[src/rtl/eerf_pkg.sv]
// Shared types, constants and arithmetic helpers for the ellipsoid restoring force unit.
`timescale 1ns / 1ps
`default_nettype none
package eerf_pkg;

  localparam logic [63:0] ONE_Q32    = 64'h0000_0001_0000_0000;
  localparam logic [63:0] DELTA_CAP  = 64'h0000_0002_0000_0000;
  localparam int          SQRT_STEPS = 32;
  localparam int          DIV_STEPS  = 64;
  localparam int          CFG_IDX_W  = 8;

  typedef enum logic [CFG_IDX_W-1:0] {
    CFG_INV_A_SQ    = 8'd0,
    CFG_INV_B_SQ    = 8'd1,
    CFG_INV_C_SQ    = 8'd2,
    CFG_LONGEST_AXIS = 8'd3
  } cfg_reg_e;

  typedef struct packed {
    logic               in_group;
    logic signed [31:0] pos_x;
    logic signed [31:0] pos_y;
    logic signed [31:0] pos_z;
    logic signed [31:0] force_in_x;
    logic signed [31:0] force_in_y;
    logic signed [31:0] force_in_z;
  } in_t;

  typedef struct packed {
    logic signed [31:0] force_out_x;
    logic signed [31:0] force_out_y;
    logic signed [31:0] force_out_z;
    logic               outside;
    logic               toward_center;
    logic               saturated;
  } out_t;

  // one square root cell: radicand bits still to consume, partial remainder and root
  typedef struct packed {
    logic        valid;
    logic [63:0] rad;
    logic [33:0] rem;
    logic [31:0] root;
  } sqc_t;

  // one divider cell: remainder, dividend bits shifting out / quotient bits shifting in
  typedef struct packed {
    logic        valid;
    logic [63:0] rem;
    logic [63:0] qd;
    logic [63:0] den;
  } dvc_t;

  typedef struct packed {
    logic             outside;
    logic             center;
    logic [4:0]       sh;
    logic [63:0]      k4;
    logic [63:0]      k6;
    logic [2:0][31:0] pos;
    logic [2:0][31:0] frc;
    logic [2:0][39:0] vm;
  } side_t;

  typedef struct packed {
    logic             outside;
    logic             center;
    logic             dzero;
    logic             dsat;
    logic [2:0][31:0] pos;
    logic [2:0][31:0] frc;
    logic [2:0][39:0] vm;
  } tail_t;

  // product shifted right, saturating at 2^64 - 1
  function automatic logic [63:0] shr_sat(input logic [127:0] prod, input int unsigned sh);
    logic [127:0] s;
    s = prod >> sh;
    return (|s[127:64]) ? {64{1'b1}} : s[63:0];
  endfunction

  function automatic logic [63:0] add3_sat(input logic [63:0] a, input logic [63:0] b,
                                           input logic [63:0] c);
    logic [65:0] s;
    s = {2'b00, a} + {2'b00, b} + {2'b00, c};
    return (|s[65:64]) ? {64{1'b1}} : s[63:0];
  endfunction

  function automatic logic [31:0] mag32(input logic [31:0] v);
    return v[31] ? 32'(-v) : v;
  endfunction

endpackage
`default_nettype wire

[src/rtl/eerf_sqrt_cell.sv]
// One digit step of the restoring square root chain.
`timescale 1ns / 1ps
`default_nettype none
module eerf_sqrt_cell import eerf_pkg::*; (
  input  wire  logic clk,
  input  wire  logic rst,
  input  wire  logic en,
  input  wire  sqc_t prev,
  output sqc_t       next
);

  logic [35:0] rem_ext;
  logic [35:0] trial;
  logic        ge;

  always_comb begin
    rem_ext = {prev.rem, prev.rad[63:62]};
    trial   = {2'b00, prev.root, 2'b01};
    ge      = (rem_ext >= trial);
  end

  always_ff @(posedge clk) begin
    if (rst) begin
      next.valid <= 1'b0;
    end else if (en) begin
      next.valid <= prev.valid;
    end
  end

  always_ff @(posedge clk) begin
    if (en) begin
      next.rad  <= {prev.rad[61:0], 2'b00};
      next.rem  <= ge ? 34'(rem_ext - trial) : 34'(rem_ext);
      next.root <= {prev.root[30:0], ge};
    end
  end

endmodule
`default_nettype wire

[config.mk]
export PLATFORM = sky130hd
export DESIGN_NAME = eerf_sqrt_cell
export DESIGN_NICKNAME = d
export VERILOG_FILES = /design/src/rtl/eerf_pkg.sv /design/src/rtl/eerf_sqrt_cell.sv
export SDC_FILE = /design/constraint.sdc
export NUM_CORES = 1
export LEC_CHECK = 0
export BUFFER_PORTS_ARGS = -buffer_cell sky130_fd_sc_hd__buf_2
export CAP_MARGIN = 20
export CELL_PAD_IN_SITES_DETAIL_PLACEMENT = 2
export CELL_PAD_IN_SITES_GLOBAL_PLACEMENT = 2
export CORE_ASPECT_RATIO = 0.9
export CORE_MARGIN = 1.5
export CORE_UTILIZATION = 30
export CTS_CLUSTER_DIAMETER = 30
export DETAILED_ROUTE_END_ITERATION = 16
export GPL_TIMING_DRIVEN = 1
export PLACE_DENSITY_LB_ADDON = 0.1
export SLEW_MARGIN = 40
export SYNTH_ARGS = -nofsm -noshare
export SYNTH_HDL_FRONTEND = slang
export SYNTH_SLANG_ARGS = --single-unit
[constraint.sdc]
create_clock -name clk -period 3.44 [get_ports clk]
set_clock_uncertainty 0.2 [all_clocks]
set_input_delay 0.172 -clock clk [delete_from_list [all_inputs] [get_ports clk]]
set_output_delay 0.172 -clock clk [all_outputs]
set_load 0.05 [all_outputs]
==> metrics <==
FMAX 0.3052 GHz; Worst path slowest cell dlygate4sd3_1; Worst Tran Pin Value 754.5 ps; CP max FO 6; Leak Pwr 0.004374 µW; PD cells 541.5 mW/mm²; Clock H-tree levels 4; Final Hold Viols 0; Root Buffer clkbuf_16; Rel. slew slack 49.70%; gr ovfl total 0; vias 5,607; Avg Inst Size Synth 12.58 µm²; most common cell in the netlist edfxtp_1; area share of the largest cell type after synthesis 61.46%; global-route wire length before repair 37.06 mm; Worst Setup End Kind flip-flop; setup TNS 0 ps; RSZ-0062 raised after global routing false; Yosys Warn Count 0; remaining antenna violation count after routing 0; clk sinks 129; Power, Total 5326 µW; CTS clk-pin slew, worst paths 60 ps; CP required 3430 ps; synthesis-to-finish area growth 57.26%; max FFs per register 129; initial antenna violation count 2; CP max stage delay 530 ps; cells along the critical path dlygate4sd3_1, buf_2, inv_1, ha_1, a21o_1, or3_1, o21a_2, a311oi_4, o21ai_2, a311oi_4, mux2i_1, a31o_1; vias in the first global route 6,312; Vias/cell 4.768; fraction of registers with async set/reset 0%; Num CTS Buffers 17; DRT Wirelength 24.33 mm; layout cell share with drive strength beyond 1 34.39%; # IOs 265; Final min period 3276 ps; worst skew pair latency 420 ps; overall die area 0.02172 mm²; DRC Markers 0; gr usage total 22.59%; Peak VDD IR 0.3458 mV; largest registers next x129; Finished Core Util 48.61%; Synth area leader edfxtp_1; most used cell, CP a311oi_4; Die Span X 155.2 µm; IO buf count 262; routed len/inst 20.69 µm; Die H 140.0 µm; sequential-to-total area share from yosys stat 61.78%; Post-DP HPWL 15.41 mm; flop and latch count out of synthesis 129; Synth Flop Type edfxtp_1; CTS Buffer Depth 2; synth cell count leaders edfxtp_1 (128), nand2_1 (48), inv_1 (41); synthesized instance count 497; count of pins over their slew limit 0; RePlAce Congestion 0.7611; largest cells by area after synthesis edfxtp_1 (61%), ha_1 (6.8%), nand2_1 (2.9%); fin crit share 95.24%; startpoint class of the critical path input port; Biggest register next; Post-synth EDFFs 128; Yosys cell types 58; WP data arrival 3260 ps; Post-Syn Area 0.006253 mm²; largest net degree at the start of global routing 68; # setup viols final 0; Hold Path Class input port to flip-flop; DRT iter0 DRCs 262; CP Class input port to flip-flop; max cap viols 0; status complete, no violations; Initial Util 30.91%; Core Box Area 0.02023 mm²; CTS tree done; worst hold margin 37.56 ps; nets@finish 1,074; Core Rows 49; 1st-pass router iterations 4
## cell usage in the layout (no fill, tap or decap), drive strengths merged, types with 9 or more instances in the layout
cell and count:
a21o 22, o21ai 44, clkbuf 17, dlygate4sd3 129, a21oi 26, nand2 48, xor2 16, nor2 15
ha 34, xnor2 12, and3 9, inv 52, edfxtp 128, buf 274
## report_power, final
group          switching, µW  internal (µW)
sequential              53.1           1920
clock                    831           1030
combinational           1020            463
total                   1910           3420
## per-stage QoR
step / area, µm² / worst slack [ps] / std cells
floorplan: 6257 / 685.8 / 498
global placement: 7924 / 298.6 / 1011
detailed placement: 7924 / 264.7 / 1011
CTS: 9804 / 182.8 / 1172
global route: 9834 / 10.34 / 1176
finish: 9834 / 163.9 / 1176
## critical path: cells and delay by family
family / cells / cell delay, ps
simple gates: 1 / 310
fa+ha+maj: 1 / 380
buf+inv: 3 / 690
compound gates: 6 / 1550
mux: 1 / 150
## timing repair
item                                    4_1_cts  5_1_grt
hold buffers                                129        0
endpoints found under the hold margin       128        0
buffers inserted                              0        2
endpoints found under the setup margin        0       29
resized for setup                             0        2
## cell families after synthesis
kind of cell    count (synthesis)  share of synthesized area, %
buf+inv                        56                         3.661
simple gates                  113                         8.784
other cells                     1                       0.05997
flops                         129                         61.78
compound gates                129                         13.81
mux                             7                         1.180
xor+xnor                       28                         3.921
fa+ha+maj                      34                         6.803
## final timing paths
check,startpoint,to,slack [ps],cells after the start
worst max-delay path,prev[3],next[58]$_DFFE_PP_,160,12
worst min-delay path,en,next[27]$_DFFE_PP_,40,1
worst max register to register,next[130]$_SDFFE_PP0P_,next[130]$_SDFFE_PP0P_,2110,3
worst min register to register,next[130]$_SDFFE_PP0P_,next[130]$_SDFFE_PP0P_,840,3
## per-layer routing
layer / up-vias / global-route usage (%) / wire, µm
li1: 2663 / - / -
met5: - / 0 / 0
met2: 190 / 41.37 / 12640
met4: 0 / 5.514 / 274
met3: 22 / 6.002 / 1454
met1: 2732 / 26.18 / 9957
## layout make-up
cell class                 count  area [µm²]
multi-input combinational    313        2172
sequential                   129        3864
timing repair buffer         403        2728
antenna                        2       5.005
clock buffer                  17       425.4
fill                        2067       10400
tap                          255       319.1
inverter                      42       157.7
clock inverter                15       163.9
(Power assumes the default switching activity.)
