===== config.mk =====
export PLATFORM = sky130hd
export DESIGN_NAME = eerf_div_cell
export DESIGN_NICKNAME = d
export VERILOG_FILES = /design/src/rtl/eerf_pkg.sv /design/src/rtl/eerf_div_cell.sv
export SDC_FILE = /design/constraint.sdc
export NUM_CORES = 1
export LEC_CHECK = 0
export BUFFER_PORTS_ARGS = -buffer_cell sky130_fd_sc_hd__buf_2
export CORE_AREA = 2 2 153 155
export DETAILED_ROUTE_END_ITERATION = 8
export DIE_AREA = 0 0 155 157
export PLACE_DENSITY = 0.77
export SLEW_MARGIN = 20
export SYNTH_ARGS = -nofsm -noshare
export SYNTH_HDL_FRONTEND = slang
export SYNTH_SLANG_ARGS = --single-unit

===== constraint.sdc =====
create_clock -name clk -period 6.1 [get_ports clk]
set_clock_uncertainty 0.2 [all_clocks]
set_input_delay 0.61 -clock clk [delete_from_list [all_inputs] [get_ports clk]]
set_output_delay 0.61 -clock clk [all_outputs]
set_load 0.05 [all_outputs]

===== src/rtl/eerf_pkg.sv =====
// Shared types, constants and arithmetic helpers for the ellipsoid restoring force unit.
`timescale 1ns / 1ps
`default_nettype none
package eerf_pkg;

  localparam logic [63:0] ONE_Q32    = 64'h0000_0001_0000_0000;
  localparam logic [63:0] DELTA_CAP  = 64'h0000_0002_0000_0000;
  localparam int          SQRT_STEPS = 32;
  localparam int          DIV_STEPS  = 64;
  localparam int          CFG_IDX_W  = 8;

  typedef enum logic [CFG_IDX_W-1:0] {
    CFG_INV_A_SQ    = 8'd0,
    CFG_INV_B_SQ    = 8'd1,
    CFG_INV_C_SQ    = 8'd2,
    CFG_LONGEST_AXIS = 8'd3
  } cfg_reg_e;

  typedef struct packed {
    logic               in_group;
    logic signed [31:0] pos_x;
    logic signed [31:0] pos_y;
    logic signed [31:0] pos_z;
    logic signed [31:0] force_in_x;
    logic signed [31:0] force_in_y;
    logic signed [31:0] force_in_z;
  } in_t;

  typedef struct packed {
    logic signed [31:0] force_out_x;
    logic signed [31:0] force_out_y;
    logic signed [31:0] force_out_z;
    logic               outside;
    logic               toward_center;
    logic               saturated;
  } out_t;

  // one square root cell: radicand bits still to consume, partial remainder and root
  typedef struct packed {
    logic        valid;
    logic [63:0] rad;
    logic [33:0] rem;
    logic [31:0] root;
  } sqc_t;

  // one divider cell: remainder, dividend bits shifting out / quotient bits shifting in
  typedef struct packed {
    logic        valid;
    logic [63:0] rem;
    logic [63:0] qd;
    logic [63:0] den;
  } dvc_t;

  typedef struct packed {
    logic             outside;
    logic             center;
    logic [4:0]       sh;
    logic [63:0]      k4;
    logic [63:0]      k6;
    logic [2:0][31:0] pos;
    logic [2:0][31:0] frc;
    logic [2:0][39:0] vm;
  } side_t;

  typedef struct packed {
    logic             outside;
    logic             center;
    logic             dzero;
    logic             dsat;
    logic [2:0][31:0] pos;
    logic [2:0][31:0] frc;
    logic [2:0][39:0] vm;
  } tail_t;

  // product shifted right, saturating at 2^64 - 1
  function automatic logic [63:0] shr_sat(input logic [127:0] prod, input int unsigned sh);
    logic [127:0] s;
    s = prod >> sh;
    return (|s[127:64]) ? {64{1'b1}} : s[63:0];
  endfunction

  function automatic logic [63:0] add3_sat(input logic [63:0] a, input logic [63:0] b,
                                           input logic [63:0] c);
    logic [65:0] s;
    s = {2'b00, a} + {2'b00, b} + {2'b00, c};
    return (|s[65:64]) ? {64{1'b1}} : s[63:0];
  endfunction

  function automatic logic [31:0] mag32(input logic [31:0] v);
    return v[31] ? 32'(-v) : v;
  endfunction

endpackage
`default_nettype wire


===== src/rtl/eerf_div_cell.sv =====
// One quotient bit step of the restoring divider chain.
`timescale 1ns / 1ps
`default_nettype none
module eerf_div_cell import eerf_pkg::*; (
  input  wire  logic clk,
  input  wire  logic rst,
  input  wire  logic en,
  input  wire  dvc_t prev,
  output dvc_t       next
);

  logic [64:0] rem_ext;
  logic        ge;

  always_comb begin
    rem_ext = {prev.rem, prev.qd[63]};
    ge      = (rem_ext >= {1'b0, prev.den});
  end

  always_ff @(posedge clk) begin
    if (rst) begin
      next.valid <= 1'b0;
    end else if (en) begin
      next.valid <= prev.valid;
    end
  end

  always_ff @(posedge clk) begin
    if (en) begin
      next.rem <= ge ? 64'(rem_ext - {1'b0, prev.den}) : rem_ext[63:0];
      next.qd  <= {prev.qd[62:0], ge};
      next.den <= prev.den;
    end
  end

endmodule
`default_nettype wire


==> reports/qor.yml, run 1 <==
status: "completed"
vias_per_cell: 5.40
setup.worst_path.end_class: "register"
overflow: 0
top_register: "next"
largest_reg_flops: 193
drive_above_1_share: 0.329
hp-start: "rst"
fin_nets: 1617
hold_violations: 0
async_reset_ff_frac: 0
syn2layout_area_growth_pct: 26.3
crit_slowest_cell: "o21ba_2"
synth-seq-cells: 193
grt_pass1_vias: 8668
post_cts_buffers: 0
synth_compound_area_frac: 0.177
cts_buffers: 17
synth_xor_area_frac: 0.0468
grt_pass1_wl_um: 45200
vias: 8952
synth_top_family_by_area: "compound AO/OA/AOI/OAI gates"
drt_iter0_drc: 590
holdPathEnd: "next[192]"
hold_buffers: 0
rsz0062_at_grt: "no"
dieWidth_um: 155
maxCapViolCount: 0
post-route-period-util: 0.710
max_freq_mhz: 231
critPathMaxFanout: 54
syn_inst: 980
final_cells: 1658
die_h_um: 157
arrival_ps: 4320
fin_setup_tns_ps: 0
cts_root_buf: "clkbuf_16"
critical_path.max_stage_delay_ps: 570
fill_cells: 1885
reg2regPathDepth: 2
power_density_mw_per_mm2: 305
reg2reg_slack_ps: 5310
io_pins: 389
r2r-end: "next[192]"
dr.pass1.iters: 7
synth_edf_count: 192
core_area_sq_mm: 0.0225
final_cell_area_sq_mm: 0.0135
htree_num_levels: 4
grt_start_max_net_pins: 74
path_class: "in -> reg"
cp_num_buf_inv: 4
drt-total-wl_um: 29900
wl_per_cell_um: 18.0
antenna_found_initial: 3
remaining_drc_errors: 0
synthMuxAreaShare: 0.00598
cp.required_ps: 6090
p_total_mw: 4.11
place_area_sq_mm: 0.0129
drv_slew: 0
finalCriticalPeriod_ps: 4330
rows: 55
cts_tree: "built"
tightest_slew_ps: 902
place_inst: 1622
worstReg2RegStart: "next[192]"
path_cells: "buf_2 -> inv_1 -> ha_1 -> nor2b_4 -> o31a_1 -> o311ai_2 -> a31oi_1 -> o22ai_2 -> o211ai_2 -> a21oi_1 -> o21ba_2 -> clkinv_2 -> buf_4 -> mux2_2"
grt_usage: 0.239
worstSkewPairLatency_ps: 440
reg_top3: "next (193)"
holdWs_ps: 113
cts.repair.resized: 0
ys_warn_count: 0
synth.net_count: 1241
port_buffers: 388
place_hpwl_um: 23600
yosysSeqAreaShare: 0.542
synthFlopType: "edfxtp_1"
p_leak_nw: 6.04
clockBufferDepth: 2
cts_sinks: 193
place.gp.congestion: 0.901
slew_headroom: 0.398
critPathLaunchType: "primary input"
synth-adder-area-share: 0.0769
critical-path-top-delay-family: "compound AO/OA/AOI/OAI gates"
synth.distinct_cells: 70
synth.avg_cell_area_sq_um: 10.9
dieArea_sq_mm: 0.0243
ir_worst_vdd_v: 0.000193
yosys.area_share.simple: 0.105
path_clk_slew_ps: 80
hp-class: "in -> reg"
ant_nets: 0
setup_viol: 0
synth_area_sq_mm: 0.0107
min_path_cells: 2
start_util: 0.474
## area by class of cell
cell class                 count  area, sq um  area share
sequential                   193         5790       0.429
multi-input combinational    661         4390       0.326
timing repair buffer         393         1990       0.147
clock buffer                  17          425      0.0316
tap                          285          357      0.0265
inverter                      90          339      0.0252
clock inverter                15          186      0.0138
antenna                        4         10.0    0.000743
## cells in the mapped netlist, drive strengths merged (17+ instances only)
cell / count / share of area
a21o: 36 / 0.025
a21oi: 122 / 0.058
clkbuf: 26 / 0.0094
edfxtp: 192 / 0.54
ha: 64 / 0.075
inv: 90 / 0.032
nand2: 57 / 0.020
nand3: 17 / 0.0080
nand4: 21 / 0.012
nor2: 87 / 0.031
o21ai: 52 / 0.025
xnor2: 37 / 0.030
xor2: 20 / 0.016
## layout by cell type (no fill, tap or decap), types with 4 or more instances in the layout
| master | count |
|---|---|
| nand2_1 | 57 |
| inv_1 | 89 |
| nand4_1 | 21 |
| nor2_1 | 87 |
| buf_4 | 5 |
| xnor2_1 | 37 |
| nor4_1 | 4 |
| a21boi_0 | 5 |
| ha_1 | 64 |
| a211oi_1 | 8 |
| clkbuf_16 | 17 |
| and2_1 | 5 |
| o21bai_1 | 15 |
| a31oi_1 | 10 |
| o21ai_0 | 48 |
| or2_2 | 4 |
| nor3_1 | 10 |
| a21oi_1 | 121 |
| and3_1 | 5 |
| nor2b_1 | 7 |
| o21a_1 | 7 |
| xor2_1 | 20 |
| o31ai_1 | 4 |
| nand2b_1 | 8 |
| edfxtp_1 | 192 |
| buf_2 | 387 |
| nand3_1 | 17 |
| clkinv_8 | 5 |
| a41oi_1 | 5 |
| a21o_1 | 35 |
| diode_2 | 4 |
| o211ai_1 | 4 |
## per-stage QoR
step                 util  setup WS (ps)
finish              0.599           1770
floorplan               -           2490
detailed placement  0.571           1320
CTS                 0.599           1780
global placement    0.571           1490
global route        0.599           1430
## kinds of logic after synthesis
logic type,count (synthesis)
XOR/XNOR,57
flip-flops,193
multiplexers,6
AND/OR/NAND/NOR,237
buffers and inverters,126
adder cells (fa/ha/maj),65
AO/OA/AOI/OAI,296
## where the power goes
part | leakage, nW | switching [mW] | internal (mW) | total (mW)
logic | 3.85 | 0.934 | 0.359 | 1.29
clock network | 0.296 | 0.590 | 0.563 | 1.15
registers | 1.89 | 0.0347 | 1.63 | 1.66
total | 6.04 | 1.56 | 2.55 | 4.11
## worst max path at each step
| stage | startpoint | endpoint | slack [ps] | cells after the start |
|---|---|---|---|---|
| floorplan | prev[30] | next[191] | 2490 | 12 |
| global placement | prev[23] | next[190] | 1490 | 14 |
| detailed placement | prev[1] | next[190] | 1320 | 14 |
| CTS | prev[1] | next[190] | 1780 | 14 |
| global route | prev[23] | next[190] | 1430 | 14 |
| finish | prev[1] | next[190] | 1770 | 14 |
## layer usage
| layer | GRT usage | up-vias | part of all wire |
|---|---|---|---|
| met5 | 0 | - | 0 |
| met4 | 0.0802 | 0 | 0.023 |
| met3 | 0.0479 | 50 | 0.065 |
| met2 | 0.418 | 351 | 0.51 |
| met1 | 0.296 | 4196 | 0.41 |
| li1 | - | 4355 | - |
No activity file was read; power rests on OpenSTA's default activity.
==> run 2, diff against run 1 <==
CORE_AREA = not set   (was 2 2 153 155)
CORE_MARGIN = 2   (was not set)
CORE_UTILIZATION = 46   (was not set)
DIE_AREA = not set   (was 0 0 155 157)
PLACE_DENSITY = 0.78   (was 0.77)
clock period = 3.7 ns   (was 6.1 ns; I/O delays follow)
==> run 2 against run 1 <==
Compared with the run above:
- power rose by 72%
- first-iteration DRC count increased by 32%
- via count is 11% higher
- core utilization increased by 8.0 points
- worst setup slack lost 1700 ps
- largest power group unchanged
==> reports/qor.yml, run 2 (synthesis gave the netlist of run 1 again) <==
drive_above_1_share: 0.339
die_h_um: 156
dr.pass1.iters: 8
grt_usage: 0.269
finalCriticalPeriod_ps: 3600
hold_violations: 0
io_pins: 389
critPathMaxFanout: 14
hp-class: "in -> reg"
slew_headroom: 0.446
reg_top3: "next (193)"
setup_viol: 0
port_buffers: 388
final_cell_area_sq_mm: 0.0154
path_cells: "dlygate4sd3_1 -> buf_2 -> inv_1 -> ha_2 -> nand2_1 -> o221ai_2 -> a41oi_2 -> or3_4 -> o211ai_4 -> a21oi_2 -> o21ba_4 -> inv_8 -> buf_12 -> mux2_2"
cts_root_buf: "clkbuf_16"
vias: 9911
layout_commonest_cell: "buf_2"
htree_num_levels: 4
drv_slew: 0
tightest_slew_ps: 831
top_register: "next"
remaining_drc_errors: 0
p_leak_nw: 6.89
cp.required_ps: 3690
rows: 55
syn2layout_area_growth_pct: 44.4
setup_ws_ps: 96.9
power_density_mw_per_mm2: 458
worstSkewPairLatency_ps: 440
ir_worst_vdd_v: 0.000292
p_total_mw: 7.06
path_class: "in -> reg"
place.gp.congestion: 0.878
grt_pass1_wl_um: 50800
mostFrequentLayoutCells: "387 x buf_2, 192 x edfxtp_1, 128 x dlygate4sd3_1"
antenna_found_initial: 12
dieArea_sq_mm: 0.0244
cts_sinks: 193
largest_reg_flops: 193
arrival_ps: 3590
fin_nets: 1799
setup.worst_path.end_class: "register"
grt_start_max_net_pins: 94
cts_buffers: 17
core_area_sq_mm: 0.0227
fin_setup_tns_ps: 0
maxCapViolCount: 0
dieWidth_um: 156
crit_slowest_cell: "dlygate4sd3_1"
drt-total-wl_um: 34600
critical_path.max_stage_delay_ps: 550
max_freq_mhz: 278
overflow: 0
vias_per_cell: 5.37
clockBufferDepth: 2
post-route-period-util: 0.974
ant_nets: 0
path_clk_slew_ps: 90
start_util: 0.470
status: "completed"
drt_iter0_drc: 776
critPathLaunchType: "primary input"
place_ws_ps: -39.7
place_area_sq_mm: 0.0133
cts_tree: "built"
grt_pass1_vias: 9595
place_hpwl_um: 24700
wl_per_cell_um: 18.7
==> run 2: critical path, delay by kind of cell <==
kind            cells  cell delay [ps]
compound gates      5              990
mux                 1              330
fa+ha+maj           1              360
simple gates        2              550
buf+inv             5              990
==> run 2: layout make-up <==
class                   count  area [sq um]
diodes                      9          22.5
multi-input cells         661          4540
repair buffers            575          3750
flip-flops and latches    193          5790
well taps                 285           357
inverters                  90           345
fillers                  1710          7300
clock inverters            14           175
clock buffers              18           429
==> run 2: what timing repair did <==
action,4_1_cts,5_1_grt
resized for setup,0,38
setup buffers,0,1
endpoints found under the hold margin,127,0
setup endpoints to repair,0,58
hold buffers,128,0
==> run 2: worst paths after layout <==
path / start / to / slack, ps / cells past startpoint
worst max-delay path: prev[36] / next[188] / 100 / 14
worst min-delay path: prev[135] / next[136] / 20 / 3
worst max register to register: next[192] / next[192] / 2360 / 3
worst min register to register: next[192] / next[192] / 850 / 3
==> run 2: stage by stage <==
step	hold slack, ps	utilization	cells
5_1_grt	30.2	0.679	1845
4_1_cts	12.3	0.668	1833
6_report	20.4	0.679	1845
3_3_place_gp	268	0.585	1673
2_1_floorplan	242	-	980
3_5_place_dp	287	0.585	1673
==> run 2: where the power goes <==
group | switching, mW | total, mW | leakage [nW] | internal, mW
Clock | 0.988 | 1.92 | 0.294 | 0.928
Sequential | 0.0639 | 2.75 | 1.89 | 2.69
Combinational | 1.62 | 2.39 | 4.71 | 0.770
Total | 2.67 | 7.06 | 6.89 | 4.39
==> run 2: layer usage <==
metal / up-vias / GRT usage / part of all wire
met2: 440 / 0.472 / 0.51
li1: 4727 / - / -
met1: 4665 / 0.327 / 0.40
met4: 4 / 0.115 / 0.032
met5: - / 0 / 0.00078
met3: 75 / 0.0449 / 0.061
